**src/hw/rtl/tte_pkg.sv**
```systemverilog
// Shared constants and widths for the tap tempo estimator.
// Used by tte_cell, tte_div, tap_tempo_estimator, tte_checker and testbench; no dependencies.
package tte_pkg;

  // Number of intervals kept in the history ring (1 to 15)
  localparam int HistoryDepth = 10;

  localparam int TimeW     = 32;
  localparam int IntervalW = 16;
  localparam int ThreshW   = 16;
  localparam int HalfW     = 15;
  localparam int SamplesW  = 4;

  // Ring slot index and fill count (fill count must hold HistoryDepth itself)
  localparam int SlotW = (HistoryDepth > 1) ? $clog2(HistoryDepth) : 1;
  localparam int CntW  = $clog2(HistoryDepth + 1);

  // Sum of up to HistoryDepth intervals
  localparam int SumW    = IntervalW + CntW;
  localparam int DivCntW = $clog2(SumW + 1);

  localparam logic [ThreshW-1:0] GapThresholdReset = ThreshW'(5 * 1000);

  typedef logic [IntervalW-1:0] interval_t;

endpackage

```
**src/hw/rtl/tap_tempo_estimator.sv**
```systemverilog
// Tap tempo estimator: interval history ring of tte_cell, serial divider tte_div.
// Sequence: accept, a walk over every ring cell, divider load, serial divide, then
//   the output register once any earlier estimate has been taken; a restart tap
//   goes from accept straight to the output register.
// One tap in flight: a new tap is accepted only in idle, after the previous one
//   has reached the output register.
// Reset: control cleared, threshold 5000 ms; history cells are not reset.
module tap_tempo_estimator (
  input  logic                         clk_i,
  input  logic                         rst_ni,
  input  logic                         cfg_we_i,
  input  logic [tte_pkg::ThreshW-1:0]  cfg_wdata_i,
  input  logic                         in_valid_i,
  output logic                         in_ready_o,
  input  logic [tte_pkg::TimeW-1:0]    tap_time_ms_i,
  output logic                         out_valid_o,
  input  logic                         out_ready_i,
  output logic                         restarted_o,
  output logic [tte_pkg::IntervalW-1:0] average_interval_o,
  output logic [tte_pkg::HalfW-1:0]    half_spread_o,
  output logic [tte_pkg::SamplesW-1:0] samples_used_o
);
  import tte_pkg::*;

  localparam logic [2:0] StIdle   = 3'd0;
  localparam logic [2:0] StWalk   = 3'd1;
  localparam logic [2:0] StDstart = 3'd2;
  localparam logic [2:0] StDiv    = 3'd3;
  localparam logic [2:0] StEmit   = 3'd4;

  logic [2:0]         state_q, state_d;
  logic [ThreshW-1:0] thr_q;
  logic [TimeW-1:0]   last_q, last_d;
  logic [SlotW-1:0]   slot_q, slot_d;
  logic [CntW-1:0]    fill_q, fill_d;
  logic [SlotW-1:0]   step_q, step_d;
  logic               rst_flag_q, rst_flag_d;
  logic [SumW-1:0]    sum_q, sum_d;
  interval_t          lo_q, lo_d, hi_q, hi_d;

  logic               out_valid_q;
  logic               restarted_q;
  interval_t          avg_q;
  logic [HalfW-1:0]   half_q;
  logic [SamplesW-1:0] samples_q;

  logic               accept;
  logic [TimeW-1:0]   gap;
  logic               restart;
  logic               walking;
  logic               div_start;
  logic               div_done;
  logic [SumW-1:0]    div_quo;
  logic               emit;
  interval_t          head;
  interval_t          spread;
  interval_t          cell_val [HistoryDepth];

  assign in_ready_o = (state_q == StIdle);
  assign accept     = in_valid_i && in_ready_o;
  assign gap        = tap_time_ms_i - last_q;
  assign restart    = gap > {{(TimeW-ThreshW){1'b0}}, thr_q};
  assign walking    = (state_q == StWalk);
  assign div_start  = (state_q == StDstart);
  assign emit       = (state_q == StEmit) && (!out_valid_q || out_ready_i);
  assign head       = cell_val[0];
  assign spread     = hi_q - lo_q;

  // Ring of cells; during the walk each cell takes its upper neighbor's entry,
  // so entry i sits at the head on walk step i and the ring ends where it began.
  for (genvar k = 0; k < HistoryDepth; k++) begin : g_cell
    tte_cell u_cell (
      .clk_i        (clk_i),
      .load_i       (accept && !restart && (slot_q == SlotW'(k))),
      .load_data_i  (gap[IntervalW-1:0]),
      .shift_i      (walking),
      .shift_data_i (cell_val[(k + 1) % HistoryDepth]),
      .entry_o      (cell_val[k])
    );
  end

  tte_div u_div (
    .clk_i      (clk_i),
    .rst_ni     (rst_ni),
    .start_i    (div_start),
    .dividend_i (sum_q),
    .divisor_i  (fill_q),
    .done_o     (div_done),
    .quotient_o (div_quo)
  );

  always_comb begin
    state_d    = state_q;
    last_d     = last_q;
    slot_d     = slot_q;
    fill_d     = fill_q;
    step_d     = step_q;
    rst_flag_d = rst_flag_q;
    sum_d      = sum_q;
    lo_d       = lo_q;
    hi_d       = hi_q;

    unique case (state_q)
      StIdle: begin
        if (accept) begin
          last_d     = tap_time_ms_i;
          rst_flag_d = restart;
          step_d     = '0;
          sum_d      = '0;
          lo_d       = '1;
          hi_d       = '0;
          if (restart) begin
            slot_d  = '0;
            fill_d  = '0;
            state_d = StEmit;
          end else begin
            slot_d  = (slot_q == SlotW'(HistoryDepth - 1)) ? '0 : slot_q + SlotW'(1);
            if (fill_q < CntW'(HistoryDepth)) begin
              fill_d = fill_q + CntW'(1);
            end
            state_d = StWalk;
          end
        end
      end
      StWalk: begin
        if (CntW'(step_q) < fill_q) begin
          sum_d = sum_q + SumW'(head);
          if (head < lo_q) lo_d = head;
          if (head > hi_q) hi_d = head;
        end
        step_d = step_q + SlotW'(1);
        if (step_q == SlotW'(HistoryDepth - 1)) begin
          state_d = StDstart;
        end
      end
      StDstart: begin
        state_d = StDiv;
      end
      StDiv: begin
        if (div_done) begin
          state_d = StEmit;
        end
      end
      StEmit: begin
        if (emit) begin
          state_d = StIdle;
        end
      end
      default: begin
        state_d = StIdle;
      end
    endcase
  end

  always_ff @(posedge clk_i or negedge rst_ni) begin
    if (!rst_ni) begin
      state_q     <= StIdle;
      thr_q       <= GapThresholdReset;
      last_q      <= '0;
      slot_q      <= '0;
      fill_q      <= '0;
      out_valid_q <= 1'b0;
    end else begin
      state_q <= state_d;
      last_q  <= last_d;
      slot_q  <= slot_d;
      fill_q  <= fill_d;
      if (cfg_we_i) begin
        thr_q <= cfg_wdata_i;
      end
      if (emit) begin
        out_valid_q <= 1'b1;
      end else if (out_ready_i) begin
        out_valid_q <= 1'b0;
      end
    end
  end

  always_ff @(posedge clk_i) begin
    step_q     <= step_d;
    rst_flag_q <= rst_flag_d;
    sum_q      <= sum_d;
    lo_q       <= lo_d;
    hi_q       <= hi_d;
    if (emit) begin
      restarted_q <= rst_flag_q;
      avg_q       <= rst_flag_q ? '0 : div_quo[IntervalW-1:0];
      half_q      <= rst_flag_q ? '0 : spread[IntervalW-1:1];
      samples_q   <= rst_flag_q ? '0 : fill_q[SamplesW-1:0];
    end
  end

  assign out_valid_o        = out_valid_q;
  assign restarted_o        = restarted_q;
  assign average_interval_o = avg_q;
  assign half_spread_o      = half_q;
  assign samples_used_o     = samples_q;

  // A restart tap empties the history
  a_restart_clears: assert property (@(posedge clk_i) disable iff (!rst_ni)
    accept && restart |=> (fill_q == '0) && (slot_q == '0))
    else $error("restart did not empty the history");

  // A stored tap always leaves at least one sample to average
  a_store_fills: assert property (@(posedge clk_i) disable iff (!rst_ni)
    accept && !restart |=> (fill_q != '0) && (state_q == StWalk))
    else $error("stored tap left empty history");

  a_fill_bound: assert property (@(posedge clk_i) disable iff (!rst_ni)
    fill_q <= CntW'(HistoryDepth))
    else $error("fill count beyond history depth");

  // Divider finishes only while the sequencer waits for it
  a_div_done: assert property (@(posedge clk_i) disable iff (!rst_ni)
    div_done |-> state_q == StDiv)
    else $error("divider result outside divide state");

  a_emit_slot: assert property (@(posedge clk_i) disable iff (!rst_ni)
    emit |=> out_valid_o && (state_q == StIdle))
    else $error("result not registered on emit");

endmodule

```
**src/hw/rtl/tte_cell.sv**
```systemverilog
// One history entry of the interval ring.
// Depends on tte_pkg; loads a new interval or takes its neighbor's value.
module tte_cell (
  input  logic                clk_i,
  input  logic                load_i,
  input  tte_pkg::interval_t  load_data_i,
  input  logic                shift_i,
  input  tte_pkg::interval_t  shift_data_i,
  output tte_pkg::interval_t  entry_o
);
  import tte_pkg::*;

  interval_t entry_q;

  always_ff @(posedge clk_i) begin
    if (load_i) begin
      entry_q <= load_data_i;
    end else if (shift_i) begin
      entry_q <= shift_data_i;
    end
  end

  assign entry_o = entry_q;

endmodule

```
**src/hw/rtl/tte_div.sv**
```systemverilog
// Serial restoring divider: one quotient bit per cycle.
// Depends on tte_pkg for the dividend and divisor widths.
module tte_div (
  input  logic                     clk_i,
  input  logic                     rst_ni,
  input  logic                     start_i,
  input  logic [tte_pkg::SumW-1:0] dividend_i,
  input  logic [tte_pkg::CntW-1:0] divisor_i,
  output logic                     done_o,
  output logic [tte_pkg::SumW-1:0] quotient_o
);
  import tte_pkg::*;

  logic               busy_q, busy_d;
  logic               done_q, done_d;
  logic [DivCntW-1:0] cnt_q, cnt_d;
  logic [SumW-1:0]    quo_q, quo_d;
  logic [CntW-1:0]    rem_q, rem_d;
  logic [CntW-1:0]    dsr_q, dsr_d;
  logic [CntW:0]      rem_shift;
  logic [CntW:0]      rem_sub;
  logic               fits;

  always_comb begin
    rem_shift = {rem_q, quo_q[SumW-1]};
    fits      = rem_shift >= {1'b0, dsr_q};
    rem_sub   = rem_shift - {1'b0, dsr_q};

    busy_d = busy_q;
    done_d = 1'b0;
    cnt_d  = cnt_q;
    quo_d  = quo_q;
    rem_d  = rem_q;
    dsr_d  = dsr_q;

    if (start_i) begin
      busy_d = 1'b1;
      cnt_d  = DivCntW'(SumW);
      quo_d  = dividend_i;
      rem_d  = '0;
      dsr_d  = divisor_i;
    end else if (busy_q) begin
      // remainder stays below the divisor, so the top bit drops off
      rem_d = fits ? rem_sub[CntW-1:0] : rem_shift[CntW-1:0];
      quo_d = {quo_q[SumW-2:0], fits};
      cnt_d = cnt_q - DivCntW'(1);
      if (cnt_q == DivCntW'(1)) begin
        busy_d = 1'b0;
        done_d = 1'b1;
      end
    end
  end

  always_ff @(posedge clk_i or negedge rst_ni) begin
    if (!rst_ni) begin
      busy_q <= 1'b0;
      done_q <= 1'b0;
      cnt_q  <= '0;
    end else begin
      busy_q <= busy_d;
      done_q <= done_d;
      cnt_q  <= cnt_d;
    end
  end

  always_ff @(posedge clk_i) begin
    quo_q <= quo_d;
    rem_q <= rem_d;
    dsr_q <= dsr_d;
  end

  assign done_o     = done_q;
  assign quotient_o = quo_q;

endmodule

```
**config.mk**
```make
export PLATFORM = sky130hd
export DESIGN_NAME = tap_tempo_estimator
export DESIGN_NICKNAME = d
export VERILOG_FILES = /design/src/hw/rtl/tte_pkg.sv /design/src/hw/rtl/tap_tempo_estimator.sv /design/src/hw/rtl/tte_cell.sv /design/src/hw/rtl/tte_div.sv
export SDC_FILE = /design/constraint.sdc
export NUM_CORES = 1
export LEC_CHECK = 0
export BUFFER_PORTS_ARGS = -buffer_cell sky130_fd_sc_hd__buf_2
export CAP_MARGIN = 40
export CORE_MARGIN = 5
export CORE_UTILIZATION = 50
export DETAILED_ROUTE_END_ITERATION = 8
export GPL_TIMING_DRIVEN = 0
export HOLD_SLACK_MARGIN = 0.08
export PLACE_DENSITY = 0.67
export SKIP_LAST_GASP = 1
export SYNTH_ARGS = -nofsm -noshare
export SYNTH_HDL_FRONTEND = slang
export SYNTH_SLANG_ARGS = --single-unit
export TNS_END_PERCENT = 100
```
**constraint.sdc**
```tcl
create_clock -name clk_i -period 7.55 [get_ports clk_i]
set_input_delay 0.755 -clock clk_i [delete_from_list [all_inputs] [get_ports clk_i]]
set_output_delay 0.755 -clock clk_i [all_outputs]
set_load 0.01 [all_outputs]
```
# == Word-level counts from Yosys, hierarchy flattened ==
# Cells that the tools add are included.
# word_totals
reg_bits,348
wordCells,162
mem_bits_ro,0
latchBits,0
ramBits,0
out_inout_bits,38
inputBits,53
memories,0
# op_classes
n_eq_ne,22
n_lt_le_gt_ge,6
addsub,8
n_shift,0
n_bitwise,0
n_div,0
multipliers,0
n_mux,56
reduce_logical,39
# ops
operator,count
$mux 16,26
$mux 20,4
$pmux 16 s2,2
$pmux 20 s2,1
$gt 32x16->1,1
$sub 32x32->32,1
$reduce_bool 2->1,14
$mux 4,6
$add 20x16->20,1
$eq 4x3->1 const B,4
$gt 16x16->1,1
$lt 16x16->1,1
$sub 16x16->16,1
$mux 3,5
$pmux 3 s5,1
$logic_and 1x1->1,13
$add 4x1->4 const B,3
$eq 4x4->1 const B,3
$reduce_and 4->1,3
$mux 5,2
$ne 2x2->1 const B,5
$eq 4x2->1 const B,2
$mux 1,8
$pmux 4 s2,1
17 further kinds,22

# == Logic depth before layout (Yosys ltp) ==
# Gate-level depths: netlist of the first run.
# depth
word_depth,6
ltp_mapped,24
mapped_depth_nobuf,21

# == By module ==
# From an unflattened synthesis of the first run, not the netlist that was laid out.
# unflattened
cells_unflattened,1641
area_unflattened_um2,19767.7
# by_module_without_submodules
module,cells_per_inst,area_per_inst_um2,n_inst,seq_area_each_um2
tap_tempo_estimator,1173,10806.6,1,4300.4
tte_cell,35,732.0,10,480.5
tte_div,118,1641.6,1,975.9

# == Least setup slack after synthesis of the first run ==
# No wires, ideal clock.
# synth_timing
path_type,input to register
startpoint,input port tap_time_ms_i[0] in the netlist's numbering
endpoint,"register g_cell[6].u_cell.entry_q[0], enable pin"
setup_time_ns,0.375
setup_slack_ns,1.862
arrival_ns,5.313
path_buffers,3
path_stages,21
t_required_ns,7.175
cell_sequence,inv_1 ha_1 inv_1 fa_1 a211oi_2 o211ai_2 and2_1 a21boi_0 xnor2_1 clkbuf_1 ha_1 nand4_1 or4_1 nand2_1 o2111a_1 nand4_1 nand4b_4 buf_6 nor4_4 buf_6 nand2b_1
# synth_between
elab_chain_len,6
# synth_rtl
element,line_no,text
start: declaration,tap_tempo_estimator.sv:15,"input logic [tte_pkg::TimeW-1:0] tap_time_ms_i,"
$sub 32x32->32,tap_tempo_estimator.sv:61,assign gap = tap_time_ms_i - last_q;
$gt 32x16->1,tap_tempo_estimator.sv:62,"assign restart = gap > {{(TimeW-ThreshW){1'b0}}, thr_q};"
$logic_not 1->1,tap_tempo_estimator.sv:74,".load_i (accept && !restart && (slot_q == SlotW'(k))),"
$logic_and 1x1->1 (2 in series),tap_tempo_estimator.sv:74,
$reduce_bool 2->1 (no line),n/a,
end signal: assignment,tte_cell.sv:17,entry_q <= load_data_i;
end signal: assignment,tte_cell.sv:19,entry_q <= shift_data_i;
end: declaration,tte_cell.sv:13,interval_t entry_q;
# Every way passes these cells.
# A chain may end at the register's enable or synchronous reset.

# == Worst setup path in the final report of the first run ==
# layout_timing
startpoint,input port tap_time_ms_i[10] in the netlist's numbering
endpoint,"register g_cell[5].u_cell.entry_q[4], enable pin"
# layout_between
elab_chain_len,6
# layout_rtl
element,line_no
$sub 32x32->32,tap_tempo_estimator.sv:61
$gt 32x16->1,tap_tempo_estimator.sv:62
$logic_not 1->1,tap_tempo_estimator.sv:74
$logic_and 1x1->1 (2 in series),tap_tempo_estimator.sv:74
$reduce_bool 2->1 (no line),n/a
end signal: assignment,tte_cell.sv:17
end signal: assignment,tte_cell.sv:19
end: declaration,tte_cell.sv:13
# Every way passes these cells.

==> results_dict.tcl, run 1 <==
set metrics [dict create \
    status "completed" \
    p_per_area_mw_per_mm2 242 \
    cts-hold-fix-buffers 0 \
    yosysTopAreaCellShare_pct 43.0 \
    cp.arrival_ns 6.83 \
    grt_pass1_vias 12700 \
    synth_edf_count 277 \
    syn_nets 1825 \
    p_leak_nw 8.73 \
    num_vias 12700 \
    synth_simple_gate_area_share_pct 13.2 \
    crit_path_end_kind "flip-flop" \
    dieWidth_um 207 \
    grt_usage_pct 19.8 \
    synth_top_family_by_area "simple AND/OR/NAND/NOR gates" \
    ys_ff_latch 348 \
    placed_area_mm2 0.0206 \
    syn-cell-area_mm2 0.0194 \
    tightest_slew_ns 0.890 \
    post_cts_buffers 0 \
    ys_dominant_reg_cell "edfxtp_1" \
    coreArea_mm2 0.0385 \
    worstPathRequired_ns 7.69 \
    place_congestion 0.864 \
    ys_top_cells_by_count "edfxtp_1, nand2_1, inv_1" \
    numCtsBuffers 39 \
    ant_nets 0 \
    cts_tree "yes" \
    rows 72 \
    htreeDepth 2 \
    synth_compound_area_share_pct 9.63 \
    ios 91 \
    viasPerCell 5.45 \
    drt_first_pass_iters 5 \
    postCtsResizedCells 0 \
    async_flop_share_pct 19.3 \
    grt_pass1_wl_mm 67.6 \
    port_buffers 90 \
    clockBufferDepth 3 \
    yosysWarnings 0 \
    peakVddDrop_mv 0.159 \
    synthesis.instances 1648 \
    avgSynthCellArea_um2 11.7 \
    cts_root_buf "clkbuf_16" \
    setup_viol 0 \
    dp_hpwl_mm 31.3 \
    clk_latency_ns 0.52 \
    hold_viol 0 \
    synthAdderAreaFrac_pct 8.17 \
    synth.largest_area_cell "edfxtp_1" \
    drt_iter0_markers 840 \
    rsz0062_at_grt "false" \
    seq_area_frac_synth_pct 52.1 \
    yosys-top-cells-area "edfxtp_1, dfrtp_1, ha_1, mux2_2, mux2_4" \
    cp-start-kind "primary input" \
    grt_max_degree 40 \
    synth_xor_area_share_pct 2.35 \
    clkTransAtPathRegs_ns 0.06 \
    detail_route.wl_per_cell_um 18.1 \
    finalNetCount 1961 \
    synth.distinct_cells 87 \
    min_path_type "primary input to asynchronous set/reset pin" \
    cts_sinks 348 \
    grt.overflow.total 0 \
    antenna_found_initial 0 \
    fin_area_mm2 0.0219 \
    period_needed_ns 6.69 \
    maxSlewHeadroom_pct 40.7 \
    fin_crit_sh_pct 88.6 \
    path_max_fanout 16 \
    fmax_ghz 0.149 \
    routed_wirelength_mm 42.2 \
    start_util_pct 50.3 \
    setup-tns-final_ns 0 \
    synthMuxAreaShare_pct 10.5 \
    n_antenna_cell 0 \
    drc 0 \
    drive_gt1_share_pct 20.9 \
    fin_worst_skew_ns 0.00884 \
    die-area_mm2 0.0427 \
    fin_hold_ws_ns 0.160 \
    slew_violations 0 \
    area_delta_synth_final_pct 12.9 \
    yosys.cell_count.top_type "edfxtp_1" \
    maxCapViolCount 0 \
    dieHeight_um 207 \
    crit_type "primary input to flip-flop" \
]
==> cell families (layout without fill, tap and decap cells) <==
logic type,count (synthesis),after routing
adder cells (fa/ha/maj),124,124
buffers and inverters,194,355
AND/OR/NAND/NOR,480,480
XOR/XNOR,51,51
flip-flops,348,348
multiplexers,168,168
AO/OA/AOI/OAI,283,283
==> state kept, by name, summed over array words and instances (netlist names), 3 cells and up <==
signal,cells
thr_q,16
hi_q,16
samples_used_o,4
last_q,32
average_interval_o,16
u_div.rem_q,4
sum_q,20
g_cell.u_cell.entry_o,160
half_spread_o,15
state_q,3
slot_q,4
step_q,4
lo_q,16
fill_q,4
u_div.cnt_q,5
u_div.quotient_o,20
u_div.dsr_q,4
==> path summary, 6_finish.rpt <==
check | endpoint | slack, ns | cells after the start | from
max in group asynchronous | u_div.cnt_q[1] | 6.82 | 2 | rst_ni
setup reg to reg | g_cell[5].u_cell.entry_o[4] | 0.87 | 22 | last_q[11]
min in group clk_i | thr_q[13] | 0.45 | 3 | cfg_wdata_i[13]
hold / removal | last_q[19] | 0.16 | 1 | rst_ni
setup / recovery | g_cell[5].u_cell.entry_o[4] | 0.86 | 22 | tap_time_ms_i[10]
hold reg to reg | u_div.rem_q[3] | 0.48 | 2 | u_div.rem_q[3]
==> placed cells by master, fill, tap and decap left out, drive strengths merged, types with 13 or more instances in the layout <==
cell    synthesis  layout
o21a           18      18
clkbuf         45      88
nand3          27      27
nor4           14      14
a211oi         13      13
xor2           20      20
ha            120     120
a21o           22      22
nand4          19      19
dfrtp          62      62
xnor2          31      31
mux2i          15      15
and2           26      26
buf            25     120
mux2          153     153
a21oi          73      73
edfxtp        277     277
clkinv          1      14
o21ai          94      94
nand2b         38      38
nor3           27      27
nor2           84      84
nand2         164     164
inv           123     124
nor2b          37      37
==> area by class of cell <==
type,count,area [µm²]
inverter,124,465
sequential,348,10100
tap,518,648
buffer,70,335
clock buffer,43,1010
clock inverter,23,292
timing repair buffer,95,537
multi-input combinational,1106,8490
fill,3236,16600
==> stage by stage <==
step | total power, mW | instances | utilization [%] | setup WS (ns)
after CTS | 5.32 | 2327 | 56.8 | 0.744
after detailed placement | 3.37 | 2261 | 53.4 | 0.225
after floorplan | 3.01 | 1648 | - | 1.86
final | 5.28 | 2327 | 56.8 | 0.859
after global placement | 3.33 | 2256 | 53.2 | 0.227
after global routing | 5.55 | 2327 | 56.8 | 0.442
==> power by group <==
group / switching [mW] / leakage (nW) / internal, mW / total, mW
Clock: 0.748 / 0.638 / 1.20 / 1.95
Sequential: 0.0296 / 3.39 / 2.15 / 2.17
Combinational: 0.776 / 4.71 / 0.388 / 1.16
==> per-layer routing <==
| metal | GRT usage (%) | part of all wire, % | vias to the layer above |
|---|---|---|---|
| met5 | 0 | 0 | - |
| met4 | 4.67 | 2.0 | 0 |
| met3 | 2.56 | 4.6 | 63 |
| met2 | 32.6 | 46 | 270 |
| met1 | 28.3 | 47 | 6131 |
| li1 | - | - | 6215 |
==> critical path, cell delays in order <==
cell      delay (ns)
buf_2           0.12
ha_1            0.39
and4_4          0.23
and3_4          0.19
a32o_2          0.26
nor2_1          0.19
nand2_1         0.12
a21oi_1         0.16
o21bai_1        0.08
xor2_1          0.37
clkbuf_1        0.44
ha_1            0.23
nand4_1         0.14
or4_1           0.49
nand2_1         0.16
o2111a_1        0.22
nand4_1         0.10
nand4b_4        0.33
buf_6           0.25
nor4_4          0.65
buf_6           0.27
nand2b_1        0.66
No activity file was read; power rests on OpenSTA's default activity.
==> run 2, diff against run 1 <==
Clock period 7.55 ns to 6.5 ns, I/O delays scaled along.
==> run 2 against run 1 <==
Compared with the run above: sequential share of layout area down 0.51 points; final area up 1.1%; global-route usage about the same; worst hold slack better by 0.18 ns; non-clock buffer count up 29; combinational power up 16%; wire length up 0.65%; die area unchanged; critical endpoint is now g_cell[1].u_cell.entry_o[2]; largest power group unchanged.
==> results_dict.tcl, run 2 (same netlist as run 1, synthesis figures left out) <==
set metrics [dict create \
    status "completed" \
    clkTransAtPathRegs_ns 0.06 \
    numCtsBuffers 39 \
    detail_route.wl_per_cell_um 18.0 \
    drt_iter0_markers 876 \
    crit_type "flip-flop to flip-flop" \
    fmax_ghz 0.163 \
    finalNetCount 1990 \
    grt.overflow.total 0 \
    rows 72 \
    setup_viol 0 \
    die-area_mm2 0.0427 \
    grt_pass1_vias 12700 \
    period_needed_ns 6.14 \
    hold_viol 0 \
    setup_ws_ns 0.360 \
    p_leak_nw 8.89 \
    coreArea_mm2 0.0385 \
    routed_wirelength_mm 42.5 \
    dieHeight_um 207 \
    dieWidth_um 207 \
    maxSlewHeadroom_pct 40.7 \
    path_max_fanout 16 \
    cts_root_buf "clkbuf_16" \
    slew_violations 0 \
    rsz0062_at_grt "false" \
    fin_worst_skew_ns 0.00830 \
    fin_area_mm2 0.0221 \
    final_cell_mix "edfxtp_1, nand2_1, inv_1" \
    fin_hold_ws_ns 0.341 \
    drive_gt1_share_pct 22.7 \
    area_delta_synth_final_pct 14.2 \
    grt_max_degree 40 \
    post-place-ws_ns -0.720 \
    start_util_pct 50.3 \
    ios 91 \
    grt_pass1_wl_mm 67.6 \
    grt_usage_pct 19.8 \
    setup-tns-final_ns 0 \
    antenna_found_initial 0 \
    num_vias 12800 \
    crit_path_end_kind "flip-flop" \
    port_buffers 90 \
    cts_tree "yes" \
    drt_first_pass_iters 5 \
    clockBufferDepth 3 \
    peakVddDrop_mv 0.185 \
    min_path_type "primary input to flip-flop" \
    ant_nets 0 \
    drc 0 \
    maxCapViolCount 0 \
    largest_reg_flops 160 \
    cp.arrival_ns 6.31 \
    tightest_slew_ns 0.890 \
    placed_area_mm2 0.0206 \
    mostFrequentLayoutCell "edfxtp_1" \
    clk_latency_ns 0.52 \
    p_per_area_mw_per_mm2 278 \
    fillers 3210 \
    power.total_mw 6.14 \
    cts_sinks 348 \
    dp_hpwl_mm 31.3 \
    viasPerCell 5.43 \
    n_antenna_cell 0 \
    htreeDepth 2 \
    worstPathRequired_ns 6.67 \
    place_congestion 0.864 \
    fin_crit_sh_pct 94.5 \
    cp-start-kind "flip-flop" \
]
[run 2: cell types whose count changed in the layout (fill, tap and decap cells not counted), sizes merged]
cell / delta
buf: +28
dlygate4sd3: +1
[run 2: area by class of cell]
type                       count  area, µm²  area share, %
clock inverter                23        292           1.32
multi-input combinational   1106       8510           38.5
buffer                        70        338           1.53
inverter                     124        465           2.11
timing repair buffer         124        757           3.42
sequential                   348      10100           45.6
tap                          518        648           2.93
clock buffer                  43       1010           4.57
[run 2: power by group]
part / switching (mW) / internal, mW / leakage (nW) / total [mW]
logic: 0.901 / 0.453 / 4.87 / 1.35
registers: 0.0343 / 2.49 / 3.39 / 2.53
clock network: 0.872 / 1.39 / 0.638 / 2.26
total: 1.81 / 4.34 / 8.89 / 6.14
[run 2: per-layer routing]
layer  routed length, µm  part of all wire [%]  track usage, %
met2               19700                    46            32.6
met5                   0                     0               0
met1               20100                    47            28.3
met4                 884                   2.1            4.67
met3                1810                   4.2            2.56
[run 2: metrics by stage]
stage	util (%)	std cells
3_5_place_dp	53.4	2261
5_1_grt	57.5	2356
3_3_place_gp	53.2	2256
6_report	57.5	2356
2_1_floorplan	-	1648
4_1_cts	56.9	2328
[run 2: worst max-delay path, stage by stage (launching register included)]
cell,delay [ns]
dfrtp_1,0.32
inv_1,0.05
ha_1,0.38
and4_4,0.23
and3_4,0.19
a32o_2,0.25
nor2_1,0.19
nand2_1,0.12
a21oi_1,0.16
o21bai_1,0.09
xor2_1,0.37
clkbuf_1,0.43
ha_1,0.23
nand4_1,0.14
or4_1,0.49
nand2_1,0.16
o2111a_1,0.22
nand4_1,0.10
nand4b_4,0.33
nor4_4,0.56
buf_2,0.35
nand2b_2,0.43
[run 2: worst paths after layout]
path / start / end / slack [ns] / cells after the start
max in group asynchronous: rst_ni / u_div.cnt_q[1] / 5.33 / 3
worst min register to register: u_div.rem_q[3] / u_div.rem_q[3] / 0.48 / 2
min in group asynchronous: rst_ni / last_q[19] / 0.60 / 2
worst max register to register: last_q[11] / g_cell[1].u_cell.entry_o[2] / 0.36 / 21
worst min-delay path: cfg_wdata_i[13] / thr_q[13] / 0.34 / 3
worst max-delay path: last_q[11] / g_cell[1].u_cell.entry_o[2] / 0.36 / 21
[run 2: timing repair]
item | 4_1_cts | 5_1_grt
endpoints found under the setup margin | 99 | 160
gates resized for setup | 6 | 5
buffers inserted | 0 | 28
hold buffers | 1 | 0
endpoints found under the hold margin | 23 | 0
pin swaps | 0 | 9
==> run 3, diff against run 2 <==
==> constraint.sdc (replaced) <==
create_clock -name clk_i -period 6.5 [get_ports clk_i]
set_input_delay 0.325 -clock clk_i [delete_from_list [all_inputs] [get_ports clk_i]]
set_output_delay 0.325 -clock clk_i [all_outputs]
set_load 0.01 [all_outputs]
==> run 3 against run 2 <==
Compared with the run above: final cell count rose by 2.0%; sequential cell count is the same; wire length is 1.6% higher; clock power about the same; via count is 1.7% higher; global-route usage grew 0.30 points; critical path depth is the same; die area unchanged; sequential share of layout area fell by 0.96 points; core utilization increased by 1.2 points; fmax shrank 0.22%.
==> results_dict.tcl, run 3 (same netlist as run 1, synthesis figures left out) <==
set metrics [dict create \
    status "completed" \
    grt_pass1_vias 12900 \
    grt_max_degree 40 \
    drive_gt1_share_pct 22.1 \
    seq_power_share_pct 40.9 \
    port_buffers 90 \
    cp.arrival_ns 6.32 \
    p_int_mw 4.36 \
    switching_share_pct 29.4 \
    maxSlewHeadroom_pct 40.3 \
    ant_nets 0 \
    finalNetCount 2037 \
    ios 91 \
    comb_power_share_pct 22.3 \
    drt_first_pass_iters 5 \
    slew_violations 0 \
    grt_pass1_wl_mm 68.7 \
    maxCapViolCount 0 \
    cts_root_buf "clkbuf_16" \
    rows 72 \
    detail_route.wl_per_cell_um 18.0 \
    viasPerCell 5.41 \
    final_util_pct 58.7 \
    dp_hpwl_mm 31.3 \
    tightest_slew_ns 0.895 \
    cts_tree "yes" \
    num_vias 13000 \
    antenna_found_initial 0 \
    fin_crit_sh_pct 94.7 \
    period_needed_ns 6.15 \
    routed_wirelength_mm 43.2 \
    grt_usage_pct 20.1 \
    worstPathRequired_ns 6.67 \
    cts_sinks 348 \
    min_path_type "primary input to flip-flop" \
    hold_viol 0 \
    clk_latency_ns 0.52 \
    fin_hold_ws_ns 0.0936 \
    start_util_pct 50.3 \
    place_congestion 0.864 \
    coreArea_mm2 0.0385 \
    die-area_mm2 0.0427 \
    drt_iter0_markers 906 \
    clkTransAtPathRegs_ns 0.06 \
    final_cell_mix "edfxtp_1, nand2_1, inv_1" \
    p_leak_nw 9.09 \
    fin_worst_skew_ns 0.00762 \
    p_switching_mw 1.82 \
    setup_viol 0 \
    path_max_fanout 16 \
    numCtsBuffers 39 \
    r2r_start "last_q[10]" \
    area_delta_synth_final_pct 16.6 \
    clockBufferDepth 3 \
    grt.overflow.total 0 \
    r2r_slack_ns 0.35 \
    peakVddDrop_mv 0.185 \
    largest_reg_flops 160 \
    fmax_ghz 0.163 \
    cp-start-kind "flip-flop" \
    crit_path_start "last_q[10]" \
    dieWidth_um 207 \
    dieHeight_um 207 \
    crit_path_end_kind "flip-flop" \
    p_per_area_mw_per_mm2 273 \
    clkPwrFrac_pct 36.7 \
    drc 0 \
    min_from "tap_time_ms_i[1]" \
    htreeDepth 2 \
    crit_type "flip-flop to flip-flop" \
    mostFrequentLayoutCell "edfxtp_1" \
]
==> run 3: routing by layer <==
layer	wire, µm	share of wire, %	GRT usage [%]
met2	20300	47	33.4
met3	1850	4.3	2.59
met1	20200	47	28.4
met4	836	1.9	4.77
met5	0	0	0
==> run 3: path summary, 6_finish.rpt <==
kind,end,depth (start not counted)
worst max-delay path,g_cell[0].u_cell.entry_o[3],21
worst min-delay path,last_q[1],3
worst max register to register,g_cell[0].u_cell.entry_o[3],21
worst min register to register,u_div.rem_q[3],2
max in group asynchronous,u_div.cnt_q[1],3
min in group asynchronous,last_q[19],2
==> run 3: cell type report <==
class	count	area [µm²]
buffer	70	338
sequential	348	10100
clock buffer	43	1010
antenna	1	2.50
multi-input combinational	1106	8510
inverter	124	465
fill	3153	15900
clock inverter	23	292
tap	518	648
timing repair buffer	171	1230
==> run 3: metrics by stage <==
| stage | power (mW) | instance area, µm² | setup WS, ns | TNS, ns | cells |
|---|---|---|---|---|---|
| 2_1_floorplan | 3.50 | 19400 | 1.24 | 0 | 1648 |
| 3_3_place_gp | 3.87 | 20500 | -0.393 | -28.76 | 2256 |
| 3_5_place_dp | 3.91 | 20600 | -0.395 | -33.93 | 2261 |
| 4_1_cts | 6.21 | 22400 | 0.0275 | 0 | 2375 |
| 5_1_grt | 6.46 | 22600 | -0.000688 | -0.00235 | 2403 |
| 6_report | 6.17 | 22600 | 0.347 | 0 | 2404 |
==> run 3: what timing repair did <==
item | 4_1_cts | 5_1_grt
setup endpoints to repair | 99 | 160
cloned | 0 | 0
endpoints found under the hold margin | 75 | 0
buffers inserted | 0 | 28
gates resized for setup | 6 | 5
pin swaps | 0 | 8
hold buffers | 48 | 0
==> run 3: power groups by stage <==
| stage | sequential [mW] | combinational, mW | clock, mW |
|---|---|---|---|
| after floorplan | 2.58 | 0.925 | 0 |
| after global placement | 2.57 | 1.30 | 0 |
| after detailed placement | 2.57 | 1.34 | 0 |
| after CTS | 2.53 | 1.37 | 2.31 |
| after global routing | 2.53 | 1.52 | 2.41 |
| final | 2.53 | 1.38 | 2.27 |
==> run 3: worst max-delay path, cell delays in order, from the launching register on <==
cell and delay [ns]:
dfrtp_1 0.32, inv_1 0.05, ha_1 0.37, and4_4 0.23
and3_4 0.19, a32o_2 0.26, nor2_1 0.19, nand2_1 0.12
a21oi_1 0.16, o21bai_1 0.09, xor2_1 0.36, clkbuf_1 0.43
ha_1 0.23, nand4_1 0.14, or4_1 0.49, nand2_1 0.16
o2111a_1 0.23, nand4_1 0.10, nand4b_4 0.33, nor4_4 0.56
buf_2 0.36, nand2b_2 0.43
